File: src/owr_pkg.sv
// Shared types and constants for the orthogonal wire router.
// No dependencies; every other file but owr_checker imports this package.
`default_nettype none

package owr_pkg;

	localparam int InW    = 20;          // pin coordinate width
	localparam int PtW    = 21;          // vertex coordinate width
	localparam int ZoomW  = 16;          // zoom register width
	localparam int StubW  = 13;          // stub and radius cap width
	localparam int OffW   = 14;          // signed corner offset width
	localparam int NPts   = 6;           // start, four corner slots, end
	localparam int NCor   = 4;           // corner slots
	localparam int NArc   = 5;           // vertices of one rounded corner
	localparam int LevelTol = 24;        // 1.5 with 4 fraction bits
	localparam int RadMin   = 32;        // 1.0 with 5 fraction bits

	localparam int RegZoom = 0;          // register index of zoom
	localparam logic [ZoomW-1:0] ZoomReset = 16'd4096;

	typedef logic signed [PtW-1:0] coord_t;

	typedef struct packed {
		coord_t x;
		coord_t y;
	} pt_t;

	typedef enum logic [1:0] {
		ROUTE_STRAIGHT,
		ROUTE_ELBOW,
		ROUTE_DETOUR
	} route_t;

	typedef struct packed {
		logic s2;
		logic s3;
	} adv_t;

endpackage

`default_nettype wire

File: src/owr_serial.sv
// Output buffer: holds one wire's vertices and sends them one beat per cycle while out_ready is high.
// Depends on owr_pkg.
`default_nettype none

module owr_serial (
	input  wire logic                          clk,
	input  wire logic                          arst_n,
	input  wire logic                          load_valid,
	output logic                               load_ready,
	input  wire owr_pkg::pt_t                  start_s3,
	input  wire owr_pkg::pt_t                  end_s3,
	input  wire owr_pkg::pt_t [owr_pkg::NCor-1:0][owr_pkg::NArc-1:0] arc_s3,
	input  wire logic [owr_pkg::NCor-1:0]      sharp_s3,
	input  wire owr_pkg::route_t               route_s3,
	output logic                               out_valid,
	input  wire logic                          out_ready,
	output logic signed [owr_pkg::PtW-1:0]     point_x,
	output logic signed [owr_pkg::PtW-1:0]     point_y,
	output logic                               last
);
	import owr_pkg::*;

	localparam logic [2:0] GrpStart = 3'd0;
	localparam logic [2:0] GrpEnd   = 3'(NPts-1);

	pt_t buf_q [NPts][NArc];
	logic [NPts-1:0] sharp_q;
	route_t route_q;
	logic [2:0] g_q, k_q;
	logic busy_q;

	logic [2:0] ncor, g_next, gsize;
	logic take, fin;

	always_comb begin
		case (route_q)
			ROUTE_STRAIGHT: ncor = 3'd0;
			ROUTE_ELBOW:    ncor = 3'd2;
			ROUTE_DETOUR:   ncor = 3'd4;
			default:        ncor = 3'd0;
		endcase
		gsize  = sharp_q[g_q] ? 3'd1 : 3'(NArc);
		g_next = (g_q >= ncor) ? GrpEnd : g_q + 3'd1;
		fin    = out_ready && (g_q == GrpEnd);
		load_ready = !busy_q || fin;
		take   = load_valid && load_ready;
		out_valid = busy_q;
		point_x = buf_q[g_q][k_q].x;
		point_y = buf_q[g_q][k_q].y;
		last    = (g_q == GrpEnd);
	end

	always_ff @(posedge clk or negedge arst_n) begin
		if (!arst_n) begin
			busy_q <= 1'b0;
			g_q    <= GrpStart;
			k_q    <= 3'd0;
		end else if (take) begin
			busy_q <= 1'b1;
			g_q    <= GrpStart;
			k_q    <= 3'd0;
		end else if (busy_q && out_ready) begin
			if (fin) begin
				busy_q <= 1'b0;
			end else if (k_q + 3'd1 < gsize) begin
				k_q <= k_q + 3'd1;
			end else begin
				k_q <= 3'd0;
				g_q <= g_next;
			end
		end
	end

	always_ff @(posedge clk) begin
		if (take) begin
			buf_q[0][0]      <= start_s3;
			buf_q[NPts-1][0] <= end_s3;
			for (int i = 0; i < NCor; i++) begin
				for (int k = 0; k < NArc; k++) begin
					buf_q[i+1][k] <= arc_s3[i][k];
				end
			end
			// start and end are single-vertex groups
			sharp_q <= {1'b1, sharp_s3, 1'b1};
			route_q <= route_s3;
		end
	end

endmodule

`default_nettype wire

File: config.mk
export PLATFORM = sky130hd
export DESIGN_NAME = owr_serial
export DESIGN_NICKNAME = d
export VERILOG_FILES = /design/src/owr_pkg.sv /design/src/owr_serial.sv
export SDC_FILE = /design/constraint.sdc
export NUM_CORES = 1
export LEC_CHECK = 0
export ABC_AREA = 1
export BUFFER_PORTS_ARGS = -buffer_cell sky130_fd_sc_hd__buf_4
export CAP_MARGIN = 20
export CORE_AREA = 2 2 385 387
export DETAILED_ROUTE_END_ITERATION = 10
export DIE_AREA = 0 0 387 389
export GPL_TIMING_DRIVEN = 1
export PLACE_DENSITY_LB_ADDON = 0.1
export SYNTH_ARGS = -nofsm -noshare
export SYNTH_HDL_FRONTEND = slang
export SYNTH_SLANG_ARGS = --single-unit
File: constraint.sdc
create_clock -name clk -period 40.4 [get_ports clk]
set_input_delay 2.02 -clock clk [delete_from_list [all_inputs] [get_ports clk]]
set_output_delay 2.02 -clock clk [all_outputs]
set_load 0.005 [all_outputs]
==> flow_summary.yaml <==
floorplan:
  die-width_um: 387
  io-pin-count: 979
  initial_utilization: 0.275
  die_area_sq_mm: 0.151
  row_count: 141
  fp.dieH_um: 389
  core_sq_mm: 0.147
timing:
  period_needed_ns: 6.78
  finalHoldViolations: 0
  finClkSkew_ns: 0.0384
  slew_viol_final: 0
  fin_hold_ws_ns: 0.757
  post-route-period-util: 0.168
  setup_viol_count_final: 0
  max_freq_mhz: 148
  fin_setup_tns_ns: 0
  tightest_slew_ns: 1.19
  rsz0062_at_grt: "false"
  slew_headroom: 0.205
layout:
  final_cells: 6809
  drive_above_1_share: 0.243
  layout_common_cells: "nand2_1 (1451), buf_4 (1016), edfxtp_1 (930)"
  area_delta_synth_final_pct: 31.1
  nNetsFinal: 5697
  fillers: 15000
  layout_commonest_cell: "nand2_1"
clock_tree:
  cts_buffers: 111
  cts_tree: "done"
  clock_sinks: 937
  clk_latency_ns: 0.74
  clk_pin_slew_ns: 0.06
  cts_root_buf: "clkbuf_16"
  post_cts_resized: 0
  cts_setup_buffers: 0
  clockBufferDepth: 3
  cts.hold.buffers_added: 0
  cts-htree-levels: 3
pwr:
  p_leak_nw: 22.7
  p_total_mw: 3.64
  power_density_mw_per_mm2: 69.0
  peakVddDrop_uv: 50.5
synth:
  synth_top_area_frac: 0.694
  synthTopCellsByArea: "edfxtp_1 (69%), nand2_1 (14%), nand3_1 (5.0%), inv_1 (4.1%), a21oi_1 (1.6%)"
  ys_warn_count: 0
  yosys.area.top_type: "edfxtp_1"
  synth.yosys.seq_area_share: 0.698
  synth_nets: 4777
  yosys_register_bits: 937
  synth.distinct_cells: 26
  synthCells: 3837
  synth_area_sq_mm: 0.0403
  syn_avg_cell_area_sq_um: 10.5
global_route:
  overflow: 0
  antenna_found_initial: 71
  grt_pass1_vias: 31100
  grt_pass1_wl_um: 242000
  grt_use_total: 0.229
  grt_max_degree: 168
min_path:
  hold_path_class: "reg -> reg"
  hold_start: "out_valid$_DFFE_PN0P_"
critical_path:
  cp-start-kind: "register"
  path_buf_inv: 4
  crit_type: "reg -> out"
  crit_slowest_cell: "buf_4"
  critPathTopFamily: "buffers and inverters"
  end_kind: "output pin"
  critPathArrivalTime_ns: 4.76
  crit_path_cell_trace: "buf_4, buf_4, o21ai_0, buf_4, o21ai_0, nand2_1, nand2_1, nand2_1, nand2_1, buf_4"
  critPathMaxFanout: 63
  startpoint: "g_q[1]$_DFFE_PN0P_"
  cp.required_ns: 38.38
  r2r-start: "g_q[2]$_DFFE_PN0P_"
  slowest_delay_ns: 0.72
job:
  maxCapViolCount: 0
placement:
  hpwl_um: 129000
  dpl.cell_count: 6574
  gp_congestion: 0.833
  io_buffers: 978
route:
  wl_per_cell_um: 25.9
  viasPerCell: 4.50
  vias: 30600
  ant_nets: 0
  wl_um: 177000
  dr.pass1.iters: 5
  drc_errors: 0
  drtIter0Drc: 2212
outcome:
  run_status: "finished clean"
[per-stage QoR]
| step | area (sq um) | util | setup slack [ns] |
|---|---|---|---|
| floorplan | 40300 | - | 18.90 |
| global placement | 49300 | 0.336 | 33.78 |
| detailed placement | 49300 | 0.336 | 33.74 |
| CTS | 52700 | 0.360 | 33.28 |
| global route | 52800 | 0.360 | 33.28 |
| finish | 52800 | 0.360 | 33.62 |
[layout make-up]
type,instances,area [sq um],area share
flip-flops and latches,937,28100,0.533
multi-input cells,2239,9300,0.176
repair buffers,1020,7710,0.146
clock buffers,143,2900,0.0549
well taps,1930,2410,0.0457
inverters,448,1720,0.0325
clock inverters,59,554,0.0105
diodes,33,82.6,0.00156
[worst register-to-register path, cell delays in order (launching register included)]
cell and delay (ns):
dfrtp_4 0.88, buf_4 0.70, nand3_1 0.16, nand2_1 0.16
nand2_1 0.30, inv_8 0.71, buf_4 0.86, buf_4 1.03
buf_4 0.92
[synth_stat cells, drive strengths merged]
| library cell | instances |
|---|---|
| inv | 447 |
| nand3 | 406 |
| clkinv | 1 |
| nand2 | 1451 |
| a21oi | 126 |
| xnor2 | 2 |
| o21ai | 92 |
| dfrtp | 7 |
| ha | 6 |
| edfxtp | 930 |
| nor4 | 2 |
| clkbuf | 31 |
| a211oi | 1 |
| nor3 | 4 |
| nor2 | 149 |
| buf | 182 |
[worst paths after layout]
kind	to	slack, ns	cells past startpoint
worst max-delay path	point_y[0]	33.62	10
worst min-delay path	out_valid$_DFFE_PN0P_	0.76	2
worst max register to register	buf_q[4][171]$_DFFE_PN_	34.26	8
worst min register to register	out_valid$_DFFE_PN0P_	0.76	2
max in group asynchronous	g_q[2]$_DFFE_PN0P_	39.01	1
min in group asynchronous	out_valid$_DFFE_PN0P_	1.13	1
[logic make-up (layout without fill, tap and decap cells)]
family / count (synthesis) / after routing / share of synthesized area
xor gates and xnor gates: 2 / 2 / 0.000435
adders and majority gates: 6 / 6 / 0.00186
and+or+nand+nor: 2012 / 2012 / 0.201
DFF: 937 / 937 / 0.698
AOI/OAI and AO/OA: 219 / 219 / 0.0273
other: 0 / 33 / 0
buffers and inverters: 661 / 1670 / 0.0711
[power by group]
| part | internal [mW] | total (mW) | switching, mW |
|---|---|---|---|
| clock | 0.550 | 0.979 | 0.428 |
| combinational | 0.373 | 1.37 | 0.995 |
| sequential | 1.24 | 1.30 | 0.0586 |
[state kept, by name, summed over array words and instances, names as in the netlist]
signal     count
buf_q        924
g_q            3
k_q            3
out_valid      1
route_q        2
sharp_q        4
[metal layers]
layer  GRT usage  vias to the layer above  part of all wire
met4      0.0722                       74             0.026
met2       0.381                     1025              0.48
li1            -                    14400                 -
met3      0.0681                      270             0.074
met1       0.285                    14800              0.41
met5           0                        -            0.0026
Note: power is estimated with default switching activity, not from simulation.
