===== src/owr_pkg.sv =====
// Shared types and constants for the orthogonal wire router.
// No dependencies; every other file but owr_checker imports this package.
`default_nettype none

package owr_pkg;

	localparam int InW    = 20;          // pin coordinate width
	localparam int PtW    = 21;          // vertex coordinate width
	localparam int ZoomW  = 16;          // zoom register width
	localparam int StubW  = 13;          // stub and radius cap width
	localparam int OffW   = 14;          // signed corner offset width
	localparam int NPts   = 6;           // start, four corner slots, end
	localparam int NCor   = 4;           // corner slots
	localparam int NArc   = 5;           // vertices of one rounded corner
	localparam int LevelTol = 24;        // 1.5 with 4 fraction bits
	localparam int RadMin   = 32;        // 1.0 with 5 fraction bits

	localparam int RegZoom = 0;          // register index of zoom
	localparam logic [ZoomW-1:0] ZoomReset = 16'd4096;

	typedef logic signed [PtW-1:0] coord_t;

	typedef struct packed {
		coord_t x;
		coord_t y;
	} pt_t;

	typedef enum logic [1:0] {
		ROUTE_STRAIGHT,
		ROUTE_ELBOW,
		ROUTE_DETOUR
	} route_t;

	typedef struct packed {
		logic s2;
		logic s3;
	} adv_t;

endpackage

`default_nettype wire


===== src/owr_route.sv =====
// First pipeline stage: classify the wire and place its corner points.
// Depends on owr_pkg.
`default_nettype none

module owr_route (
	input  wire logic                    clk,
	input  wire logic                    en,
	input  wire logic signed [19:0]      start_x,
	input  wire logic signed [19:0]      start_y,
	input  wire logic signed [19:0]      end_x,
	input  wire logic signed [19:0]      end_y,
	input  wire logic [owr_pkg::StubW-1:0] stub,
	output owr_pkg::pt_t [owr_pkg::NPts-1:0] pts_s1,
	output owr_pkg::route_t              route_s1
);
	import owr_pkg::*;

	coord_t sx, sy, ex, ey, dy, gap, stub_c, stub2_c, sum_x, sum_y, mx, my;
	pt_t [NPts-1:0] pts;
	route_t route;

	always_comb begin
		sx      = {start_x[19], start_x};
		sy      = {start_y[19], start_y};
		ex      = {end_x[19], end_x};
		ey      = {end_y[19], end_y};
		dy      = sy - ey;
		gap     = ex - sx;
		stub_c  = {8'b0, stub};
		stub2_c = {7'b0, stub, 1'b0};
		sum_x   = sx + ex;
		sum_y   = sy + ey;
		mx      = sum_x >>> 1;
		my      = sum_y >>> 1;
		// unused trailing slots repeat the end point
		for (int i = 0; i < NPts; i++) begin
			pts[i].x = ex;
			pts[i].y = ey;
		end
		pts[0].x = sx;
		pts[0].y = sy;
		if (dy <= coord_t'(LevelTol) && dy >= -coord_t'(LevelTol) && ex >= sx) begin
			route = ROUTE_STRAIGHT;
		end else if (gap >= stub2_c) begin
			route = ROUTE_ELBOW;
			pts[1].x = mx;
			pts[1].y = sy;
			pts[2].x = mx;
			pts[2].y = ey;
		end else begin
			route = ROUTE_DETOUR;
			pts[1].x = sx + stub_c;
			pts[1].y = sy;
			pts[2].x = sx + stub_c;
			pts[2].y = my;
			pts[3].x = ex - stub_c;
			pts[3].y = my;
			pts[4].x = ex - stub_c;
			pts[4].y = ey;
		end
	end

	always_ff @(posedge clk) begin
		if (en) begin
			pts_s1   <= pts;
			route_s1 <= route;
		end
	end

endmodule

`default_nettype wire


===== config.mk =====
export PLATFORM = sky130hd
export DESIGN_NAME = owr_route
export DESIGN_NICKNAME = d
export VERILOG_FILES = /design/src/owr_pkg.sv /design/src/owr_route.sv
export SDC_FILE = /design/constraint.sdc
export NUM_CORES = 1
export LEC_CHECK = 0
export BUFFER_PORTS_ARGS = -buffer_cell sky130_fd_sc_hd__buf_2
export CORE_AREA = 8 8 169 203
export CTS_CLUSTER_DIAMETER = 60
export DETAILED_ROUTE_END_ITERATION = 10
export DIE_AREA = 0 0 177 211
export SETUP_SLACK_MARGIN = 0.05
export SYNTH_ARGS = -nofsm -noshare
export SYNTH_HDL_FRONTEND = slang
export SYNTH_SLANG_ARGS = --single-unit

===== constraint.sdc =====
create_clock -name clk -period 7.17 [get_ports clk]
set_clock_uncertainty 0.1 [all_clocks]
set_input_delay 1.434 -clock clk [delete_from_list [all_inputs] [get_ports clk]]
set_output_delay 1.434 -clock clk [all_outputs]
set_load 0.05 [all_outputs]

==> metrics.md, run 1 <==
| Metric | Value |
|---|---|
| Achievable Freq | 164 MHz |
| Power per cell area | around 260 mW/mm^2 |
| Nets | 1687 |
| CTS tree | yes |
| CTS buffer count | 17 |
| Synthesized area per cell | 9.93 um^2 |
| Gr usage total | 17.8% |
| Drt first pass iters | 5 |
| Clk root buf | clkbuf_16 |
| Io pins | 349 |
| Grt peak-use layer | met2 |
| Max Cap Viol | 0 |
| DR iter-0 viols | 465 |
| Slew at the pin closest to its max-slew limit | 924 ps |
| Die width | between 150 and 200 um |
| Crit path time final | 6080 ps |
| Die area | 0.0373 mm^2 |
| Met3 usage | 4.26% |
| Final std cell area, no fill | ~0.014 mm^2 |
| Sink Count | 164 |
| M1 GR Usage | 19.8% |
| DP Wirelength | 27000 um |
| Worst Path Arrival | 6150 ps |
| Worst EP required | just over 7000 ps |
| Hold crit path type | in2reg |
| Port bufs | about 350 |
| Syn_nets | 1447 |
| DP Area | 0.0136 mm^2 |
| # setup viols final | 0 |
| DRC Markers | 0 |
| Setup bufs post-CTS | 0 |
| Worst-path clk slew | 70 ps |
| Final wirelength | between 30000 and 40000 um |
| Synth top area cells | edfxtp_1 (40%), ha_1 (12%), buf_4 (5.6%), xnor2_1 (5.0%), a21oi_1 (4.3%) |
| Outcome | complete, no violations |
| Rows | a little over 70 |
| Crit path max fanout | 40 |
| GPL Wtd Cong | around 0.9 |
| Top FF cell, synth | edfxtp_1 |
| Peak VDD IR | 0.136 mV |
| Core area | just over 0.03 mm^2 |
| Number of synthesized flops with an enable pin | between 150 and 200 |
| Synth area leader | edfxtp_1 |
| Max-slew headroom | 38.2% |
| Share of cells above drive strength 1 | 27.8% |
| CP Capture Type | flip-flop |
| Total gr overflow | 0 |
| Asr flop ratio synth | 0% |
| RSZ-0062 raised after global routing | no |
| Initial Util | 39.3% |
| Vias in the first global route | between 10000 and 15000 |
| Final hold vios | 0 |
| Fraction of the cycle the final worst path needs | 84.8% |
| Met2 usage | 32.4% |
| Nature of the critical path startpoint | primary input |
| Number of antenna violations at the first check in global routing | 1 |
| Pleak | 6.32 nW |
| Commonest non-fill, non-tap cell in the layout | buf_2 |
| Kind of critical path | in2reg |
| # fillers | 3017 |
| Worst hold margin | about 1100 ps |
| WL per Instance | approximately 18 um |
| Most frequent cells in the layout | buf_2 (347), edfxtp_1 (164), ha_1 (120), a21oi_1 (105), inv_1 (98) |
| Synth Instances | 1227 |
| Largest net degree at the start of global routing | 96 |
| Hold_buf cts | 0 |
| Vias post-DR | 9702 |
| Seq/Total Area, Yosys | 40.4% |
| Diode count | 0 |
| Worst-case clock buffer depth | 2 |
| Top-area cell type share of the netlist area | 40.4% |
| Global-route wire length before repair | 52900 um |
| Post-CTS sizing | 0 |
| Max-slew violations | 0 |
| P&R area growth vs syn | 16.2% |
| Chip height | 211 um |
| Cell Area, Synth | 0.0122 mm^2 |
| Core Util, Final | around 46% |
| Cell variety after synth | a little over 80 |
| Post-DRT Antenna Nets | 0 |
| H-tree levels | 4 |
| Synth warn | 0 |
| DR vias/cell | 5.16 |
| Setup_tns | 0 ps |
| #FFs+latches synth | 164 |
## routing by layer
metal / wire length (um) / vias up
met5: 13 / -
met1: 13500 / 4544
met2: 17600 / 337
li1: - / 4769
met4: 774 / 2
met3: 2280 / 50
## where the power goes
group / internal [mW] / switching, mW / total (mW)
clock: 0.490 / 0.436 / 0.926
combinational: 0.403 / 1.09 / 1.50
sequential: 1.19 / 0.0511 / 1.24
total: 2.08 / 1.58 / 3.66
## worst max-delay path, cell delays in order
cell and delay, ps:
buf_2 120, inv_1 90, ha_1 190, inv_1 70, fa_1 430, a211oi_1 280
nor2_1 130, o41a_1 370, nor2_1 180, inv_1 80, a21o_1 170, a21oi_1 170
xnor2_1 90, ha_1 300, a21oi_1 70, o21bai_1 130, a21o_1 130, a21oi_1 50
and3_1 200, a311oi_1 210, a31o_2 180, buf_4 420, inv_1 170, o31ai_1 350
o22ai_1 140
## flip-flops by register name (all words and copies together), names as in the netlist
register	cells
pts_s1	162
route_s1	2
## kinds of logic after synthesis
kind of cell,count (synthesis),share of synthesized area (%)
AO/OA/AOI/OAI,302,15.5
AND/OR/NAND/NOR,294,11.9
buffers and inverters,232,10.5
flip-flops,164,40.4
adder cells (fa/ha/maj),125,13.1
XOR/XNOR,89,6.40
multiplexers,21,2.15
## path summary, 6_finish.rpt
check                    start           to  cells past startpoint
worst max-delay path  end_x[0]   pts_s1[82]                     25
worst min-delay path  end_y[7]  pts_s1[175]                      1
## per-stage QoR
stage,power (mW),std cells,setup WS (ps)
after global placement,2.76,1849,796
after CTS,3.70,1881,1140
after detailed placement,2.76,1849,708
after floorplan,2.48,1227,1340
final,3.66,1881,1090
after global routing,3.84,1881,735
## final cells by class
type                       instances  area (um^2)  share of cell area [%]
clock buffer                      18          429                    3.03
inverter                          99          372                    2.63
clock inverter                    14          140                   0.990
multi-input combinational        831         5990                    42.3
sequential                       164         4920                    34.8
tap                              401          502                    3.55
timing repair buffer             354         1790                    12.7
## cell usage after synthesis (all sizes together), types with 6 or more instances
master	n
nor4	8
ha	120
nor3	24
nor2	94
a21oi	105
mux2	17
a31oi	9
and3	7
edfxtp	164
inv	98
a21o	19
nor2b	14
a211oi	9
clkbuf	19
nand4	16
xnor2	70
and2	6
nand2b	12
or3	6
o21bai	13
buf	114
nand2	76
xor2	19
o21a	10
nand3	11
o21ai	82
(Power assumes the default switching activity.)
==> run 2: changes to the inputs <==
==> constraint.sdc (replaced) <==
create_clock -name clk -period 6 [get_ports clk]
set_clock_uncertainty 0.1 [all_clocks]
set_input_delay 1.2 -clock clk [delete_from_list [all_inputs] [get_ports clk]]
set_output_delay 1.2 -clock clk [all_outputs]
set_load 0.05 [all_outputs]
==> run 2 against run 1 <==
Net effect:
- cell area grew 1.5%
- largest cell class unchanged
- critical path type unchanged
- critical path depth shrank 1
- combinational power grew 21%
==> metrics.md, run 2 (synthesis gave the netlist of run 1 again) <==
| Metric | Value |
|---|---|
| Io pins | 349 (unchanged) |
| Pleak | 6.45 nW (+2.0%) |
| Slowest CP cell | fa_1 |
| CTS tree | yes |
| Power per cell area | 309 mW/mm^2 (+19%) |
| Chip height | 211 um (unchanged) |
| Crit path cell chain | buf_2 > inv_1 > ha_1 > inv_1 > fa_1 > a211oi_1 > nor2_1 > o41a_1 > nor2_1 > inv_1 > a21o_1 > a21oi_1 > xnor2_1 > ha_1 > a21oi_1 > o21bai_1 > a21o_1 > a21oi_1 > and3_1 > nand4_1 > a31o_2 > nor3_4 > buf_12 > mux2_2 |
| Tot Pwr | 4.44 mW (+21%) |
| Comb power frac | 40.8% (about the same) |
| Post-CTS sizing | 0 (unchanged) |
| Hold EP | pts_s1[182] |
| Max-slew headroom | 47.0% (+8.8 points) |
| Die area | 0.0373 mm^2 (unchanged) |
| Setup bufs post-CTS | 0 (unchanged) |
| Slew at the pin closest to its max-slew limit | 795 ps (-129 ps) |
| Net Switching | 1.89 mW (+20%) |
| Most flops, register | pts_s1 |
| Achievable Freq | 181 MHz |
| DP Area | 0.0138 mm^2 (+1.4%) |
| Worst EP required | 6090 ps (-1150 ps) |
| P&R area growth vs syn | 17.9% |
| Initial Util | 39.3% (unchanged) |
| Kind of critical path | in2reg |
| Sequential power share | 33.4% (-0.4 points) |
| Number of antenna violations at the first check in global routing | 1 (unchanged) |
| Int Power | 2.55 mW (+22%) |
| Hold_buf cts | 0 (unchanged) |
| Global-route wire length before repair | 53300 um (+0.88%) |
| Hold path depth | 1 (unchanged) |
| Peak VDD IR | 0.204 mV (+50%) |
| Vias in the first global route | 10100 (+0.46%) |
| CP Capture Type | flip-flop |
| Hold crit path type | in2reg |
| Largest net degree at the start of global routing | 82 (-15%) |
| Post-DRT Antenna Nets | 0 (unchanged) |
| Biggest regs | pts_s1: 162 flops, route_s1: 2 flops |
| Max reg flops | 162 (unchanged) |
| Register area | 0.00492 mm^2 (unchanged) |
| Port bufs | 348 (unchanged) |
| Commonest non-fill, non-tap cell in the layout | buf_2 |
| Core Util, Final | 46.3% (+0.70 points) |
| Setup_tns | 0 ps (unchanged) |
| GPL Wtd Cong | 0.866 (-2.5%) |
| Max Cap Viol | 0 (unchanged) |
| Worst-path clk slew | 70 ps (about the same) |
| CTS buffer count | 17 (unchanged) |
| # fillers | 2921 (-3.2%) |
| Max stage delay on crit path | 420 ps (about the same) |
| Sink Count | 164 (unchanged) |
| Share of cells above drive strength 1 | 28.7% (+0.92 points) |
| Fraction of the cycle the final worst path needs | approximately 90% |
| DR iter-0 viols | 467 (+0.43%) |
| Gr usage total | 18.0% (+0.17 points) |
| Final wirelength | 34500 um (+0.84%) |
| Switching Fraction | 42.6% (-0.54 points) |
| Rows | 71 (unchanged) |
| RSZ-0062 raised after global routing | no |
| Most frequent cells in the layout | buf_2 (347), edfxtp_1 (164), ha_1 (120), a21oi_1 (105), inv_1 (98) |
| Final hold vios | 0 (unchanged) |
| Drt first pass iters | 5 (unchanged) |
| Worst Path Arrival | 5620 ps (-530 ps) |
| Nature of the critical path startpoint | primary input |
| Worst-case clock buffer depth | 2 (unchanged) |
| Clk root buf | clkbuf_16 |
| DP Wirelength | 27400 um (+1.6%) |
| Crit path max fanout | 18 (-55%) |
| Final std cell area, no fill | 0.0144 mm^2 (+1.5%) |
| Clock power share | 25.8% (+0.5 points) |
| WL per Instance | 18.2 um (-0.22%) |
| Nets | 1706 (+1.1%) |
| Outcome | complete, no violations |
| Total gr overflow | 0 (unchanged) |
| DRC Markers | 0 (unchanged) |
| Vias post-DR | 9782 (+0.82%) |
| # setup viols final | 0 (unchanged) |
| Die width | 177 um (unchanged) |
| Multi-input logic area | 0.00599 mm^2 (unchanged) |
| DR vias/cell | 5.15 (-0.24%) |
| Max-slew violations | 0 (unchanged) |
| Crit path time final | 5520 ps |
| Core area | 0.0310 mm^2 (unchanged) |
| H-tree levels | 4 (unchanged) |
| Hold_sp | end_y[14] |
==> run 2: cell types whose count changed in the layout (fill, tap and decap cells not counted), sizes merged <==
cell / previous run / this run
bufinv: 1 / 2
buf: 354 / 373
diode: 0 / 1
clkinv: 3 / 4
clkinvlp: 2 / 1
clkbuf: 18 / 17
==> run 2: area by class of cell <==
cell class                 count  share of cell area, %
sequential                   164                   34.3
clock buffer                  17                   2.96
tap                          401                   3.49
antenna                        1                 0.0174
inverter                      99                   2.59
clock inverter                15                   1.16
multi-input combinational    831                   41.7
timing repair buffer         373                   13.8
==> run 2: through the flow <==
stage               worst slack, ps  hold WS (ps)  std cells
finish                          477           868       1901
global route                    152           853       1901
CTS                             489           850       1900
detailed placement             28.2          1320       1868
global placement               68.1          1320       1868
floorplan                       404          1200       1227
==> run 2: metal layers <==
layer	routed length [um]	part of all wire (%)	up-vias	track usage, %
met5	0	0	-	0
met4	617	1.8	0	5.57
met3	2000	5.8	39	3.97
met2	18300	53	315	33.5
met1	13700	40	4613	19.8
li1	-	-	4815	-
==> run 2: power groups by stage <==
stage | combinational (mW) | clock, mW | sequential (mW)
floorplan | 1.02 | 0 | 1.94
global placement | 1.80 | 0 | 1.51
detailed placement | 1.81 | 0 | 1.51
CTS | 1.82 | 1.17 | 1.49
global route | 1.94 | 1.22 | 1.50
finish | 1.81 | 1.14 | 1.48
==> run 2: worst max-delay path: cells and delay by family <==
family | cells | cell delay (ps)
buffers and inverters | 5 | 510
multiplexers | 1 | 350
XOR/XNOR | 1 | 140
AO/OA/AOI/OAI | 9 | 1780
adder cells (fa/ha/maj) | 3 | 860
AND/OR/NAND/NOR | 5 | 760
==> run 2: worst max path at each step <==
| stage | start | to | slack [ps] | cells after the start |
|---|---|---|---|---|
| 6_report | end_x[0] | pts_s1[149] | 480 | 24 |
| 3_5_place_dp | end_x[0] | pts_s1[149] | 30 | 24 |
| 3_3_place_gp | end_x[0] | pts_s1[149] | 70 | 24 |
| 4_1_cts | end_x[0] | pts_s1[90] | 490 | 25 |
| 5_1_grt | end_x[0] | pts_s1[90] | 150 | 25 |
| 2_1_floorplan | end_x[0] | pts_s1[150] | 400 | 23 |
==> run 3: changes to the inputs <==
--- a/config.mk
+++ b/config.mk
@@ -7,6 +7,7 @@
 export LEC_CHECK = 0
 export BUFFER_PORTS_ARGS = -buffer_cell sky130_fd_sc_hd__buf_2
 export CORE_AREA = 8 8 169 203
+export CTS_BUF_LIST = sky130_fd_sc_hd__clkbuf_8
 export CTS_CLUSTER_DIAMETER = 60
 export DETAILED_ROUTE_END_ITERATION = 10
 export DIE_AREA = 0 0 177 211
==> run 3 against run 2 <==
Net effect:
- sequential power hardly changed
- sequential share of layout area is 0.46 points higher
- cell area is 1.3% lower
- global-route usage is 0.064 points lower
==> metrics.md, run 3 (synthesis gave the netlist of run 1 again) <==
| Metric | Value |
|---|---|
| CP Capture Type | flip-flop |
| Pleak | 6.36 nW (-1.4%) |
| Vias in the first global route | 9990 (-0.63%) |
| DRC Markers | 0 (unchanged) |
| Setup bufs post-CTS | 0 (unchanged) |
| Nature of the critical path startpoint | primary input |
| Post-CTS sizing | 0 (unchanged) |
| WL per Instance | 18.1 um (-0.50%) |
| Setup_tns | 0 ps (unchanged) |
| Initial Util | 39.3% (unchanged) |
| Crit path time final | 5470 ps (-55.1 ps) |
| Most frequent cells in the layout | buf_2 (347), edfxtp_1 (164), ha_1 (120), a21oi_1 (105), inv_1 (98) |
| Slowest CP cell | fa_1 |
| Max reg flops | 162 (unchanged) |
| Max-slew violations | 0 (unchanged) |
| Commonest non-fill, non-tap cell in the layout | buf_2 |
| Worst Path Arrival | 5590 ps (-30 ps) |
| Share of cells above drive strength 1 | 28.7% (unchanged) |
| Tot Pwr | 4.16 mW (-6.3%) |
| Largest net degree at the start of global routing | 82 (unchanged) |
| # fillers | 2938 (+0.58%) |
| Clk root buf | clkbuf_8 |
| CTS tree | yes |
| Number of antenna violations at the first check in global routing | 1 (unchanged) |
| Sink Count | 164 (unchanged) |
| Rows | 71 (unchanged) |
| Worst Path Buf+Inv | 6 (+1) |
| Die width | 177 um (unchanged) |
| Final hold vios | 0 (unchanged) |
| Hold crit path type | in2reg |
| Max-slew headroom | 47.0% (-0.048 points) |
| DR vias/cell | 5.14 (-0.19%) |
| Power per cell area | 294 mW/mm^2 (-5.1%) |
| Die area | 0.0373 mm^2 (unchanged) |
| Vias post-DR | 9763 (-0.19%) |
| P&R area growth vs syn | 16.4% |
| Fraction of the cycle the final worst path needs | 91.1% (-0.92 points) |
| Peak VDD IR | 0.204 mV (about the same) |
| Nets | 1706 (unchanged) |
| GPL Wtd Cong | 0.866 (unchanged) |
| Hold_buf cts | 0 (unchanged) |
| Global-route wire length before repair | 53200 um (-0.26%) |
| Max Cap Viol | 0 (unchanged) |
| Kind of critical path | in2reg |
| H-tree levels | 4 (unchanged) |
| Slew at the pin closest to its max-slew limit | 796 ps (+0.719 ps) |
| CTS buffer count | 17 (unchanged) |
| Achievable Freq | 183 MHz (+1.0%) |
| Worst-case clock buffer depth | 2 (unchanged) |
| Max stage delay on crit path | 420 ps (about the same) |
| RSZ-0062 raised after global routing | no |
| Worst hold margin | 830 ps (-38.4 ps) |
| Most flops, register | pts_s1 |
| DR iter-0 viols | 502 (+7.5%) |
| Biggest regs | pts_s1: 162 flops, route_s1: 2 flops |
| Non-Filler Instances | 1901 (unchanged) |
| Gr usage total | 17.9% (-0.064 points) |
| Port bufs | 348 (unchanged) |
| Post-DRT Antenna Nets | 0 (unchanged) |
| Worst EP required | 6120 ps (+30 ps) |
| Io pins | 349 (unchanged) |
| DP Wirelength | 27400 um (unchanged) |
| Final wirelength | 34300 um (-0.50%) |
| Worst-path clk slew | 100 ps (+30 ps) |
| Crit-path leading delay family | compound AO/OA/AOI/OAI gates |
| # setup viols final | 0 (unchanged) |
| Crit path max fanout | 35 (+17) |
| Total gr overflow | 0 (unchanged) |
| Core area | 0.0310 mm^2 (unchanged) |
| Drt first pass iters | 5 (unchanged) |
| Placed cell count | 1868 (unchanged) |
| Chip height | 211 um (unchanged) |
| Outcome | complete, no violations |
## run 3: worst paths after layout
check	start	to	slack (ps)	depth (start not counted)
max	end_x[0]	pts_s1[90]	530	25
min	end_y[14]	pts_s1[182]	830	1
## run 3: layout make-up
type                            instances  area (um^2)  share of cell area (%)
Timing Repair Buffer                  373         1990                    14.0
Antenna cell                            1         2.50                  0.0177
Clock inverter                         15          166                    1.17
Sequential cell                       164         4920                    34.7
Inverter                               99          372                    2.62
Multi-Input combinational cell        831         5990                    42.3
Tap cell                              401          502                    3.54
Clock buffer                           17          234                    1.65
## run 3: per-layer routing
| metal | vias up | global-route usage (%) | part of all wire (%) |
|---|---|---|---|
| met3 | 49 | 4.01 | 5.9 |
| met1 | 4584 | 19.8 | 40 |
| met2 | 320 | 33.1 | 52 |
| li1 | 4810 | - | - |
| met5 | - | 0 | 0 |
| met4 | 0 | 5.95 | 2.2 |
## run 3: power by group
group	total, mW	leakage, nW	internal, mW	switching, mW
clock network	0.869	0.203	0.382	0.487
registers	1.48	1.61	1.42	0.0630
logic	1.81	4.56	0.501	1.31
## run 3: metrics by stage
step | worst slack [ps] | utilization (%) | area [um^2]
2_1_floorplan | 404 | - | 12200
3_3_place_gp | 68.1 | 44.4 | 13800
3_5_place_dp | 28.2 | 44.4 | 13800
4_1_cts | 550 | 45.7 | 14200
5_1_grt | 217 | 45.7 | 14200
6_report | 532 | 45.7 | 14200
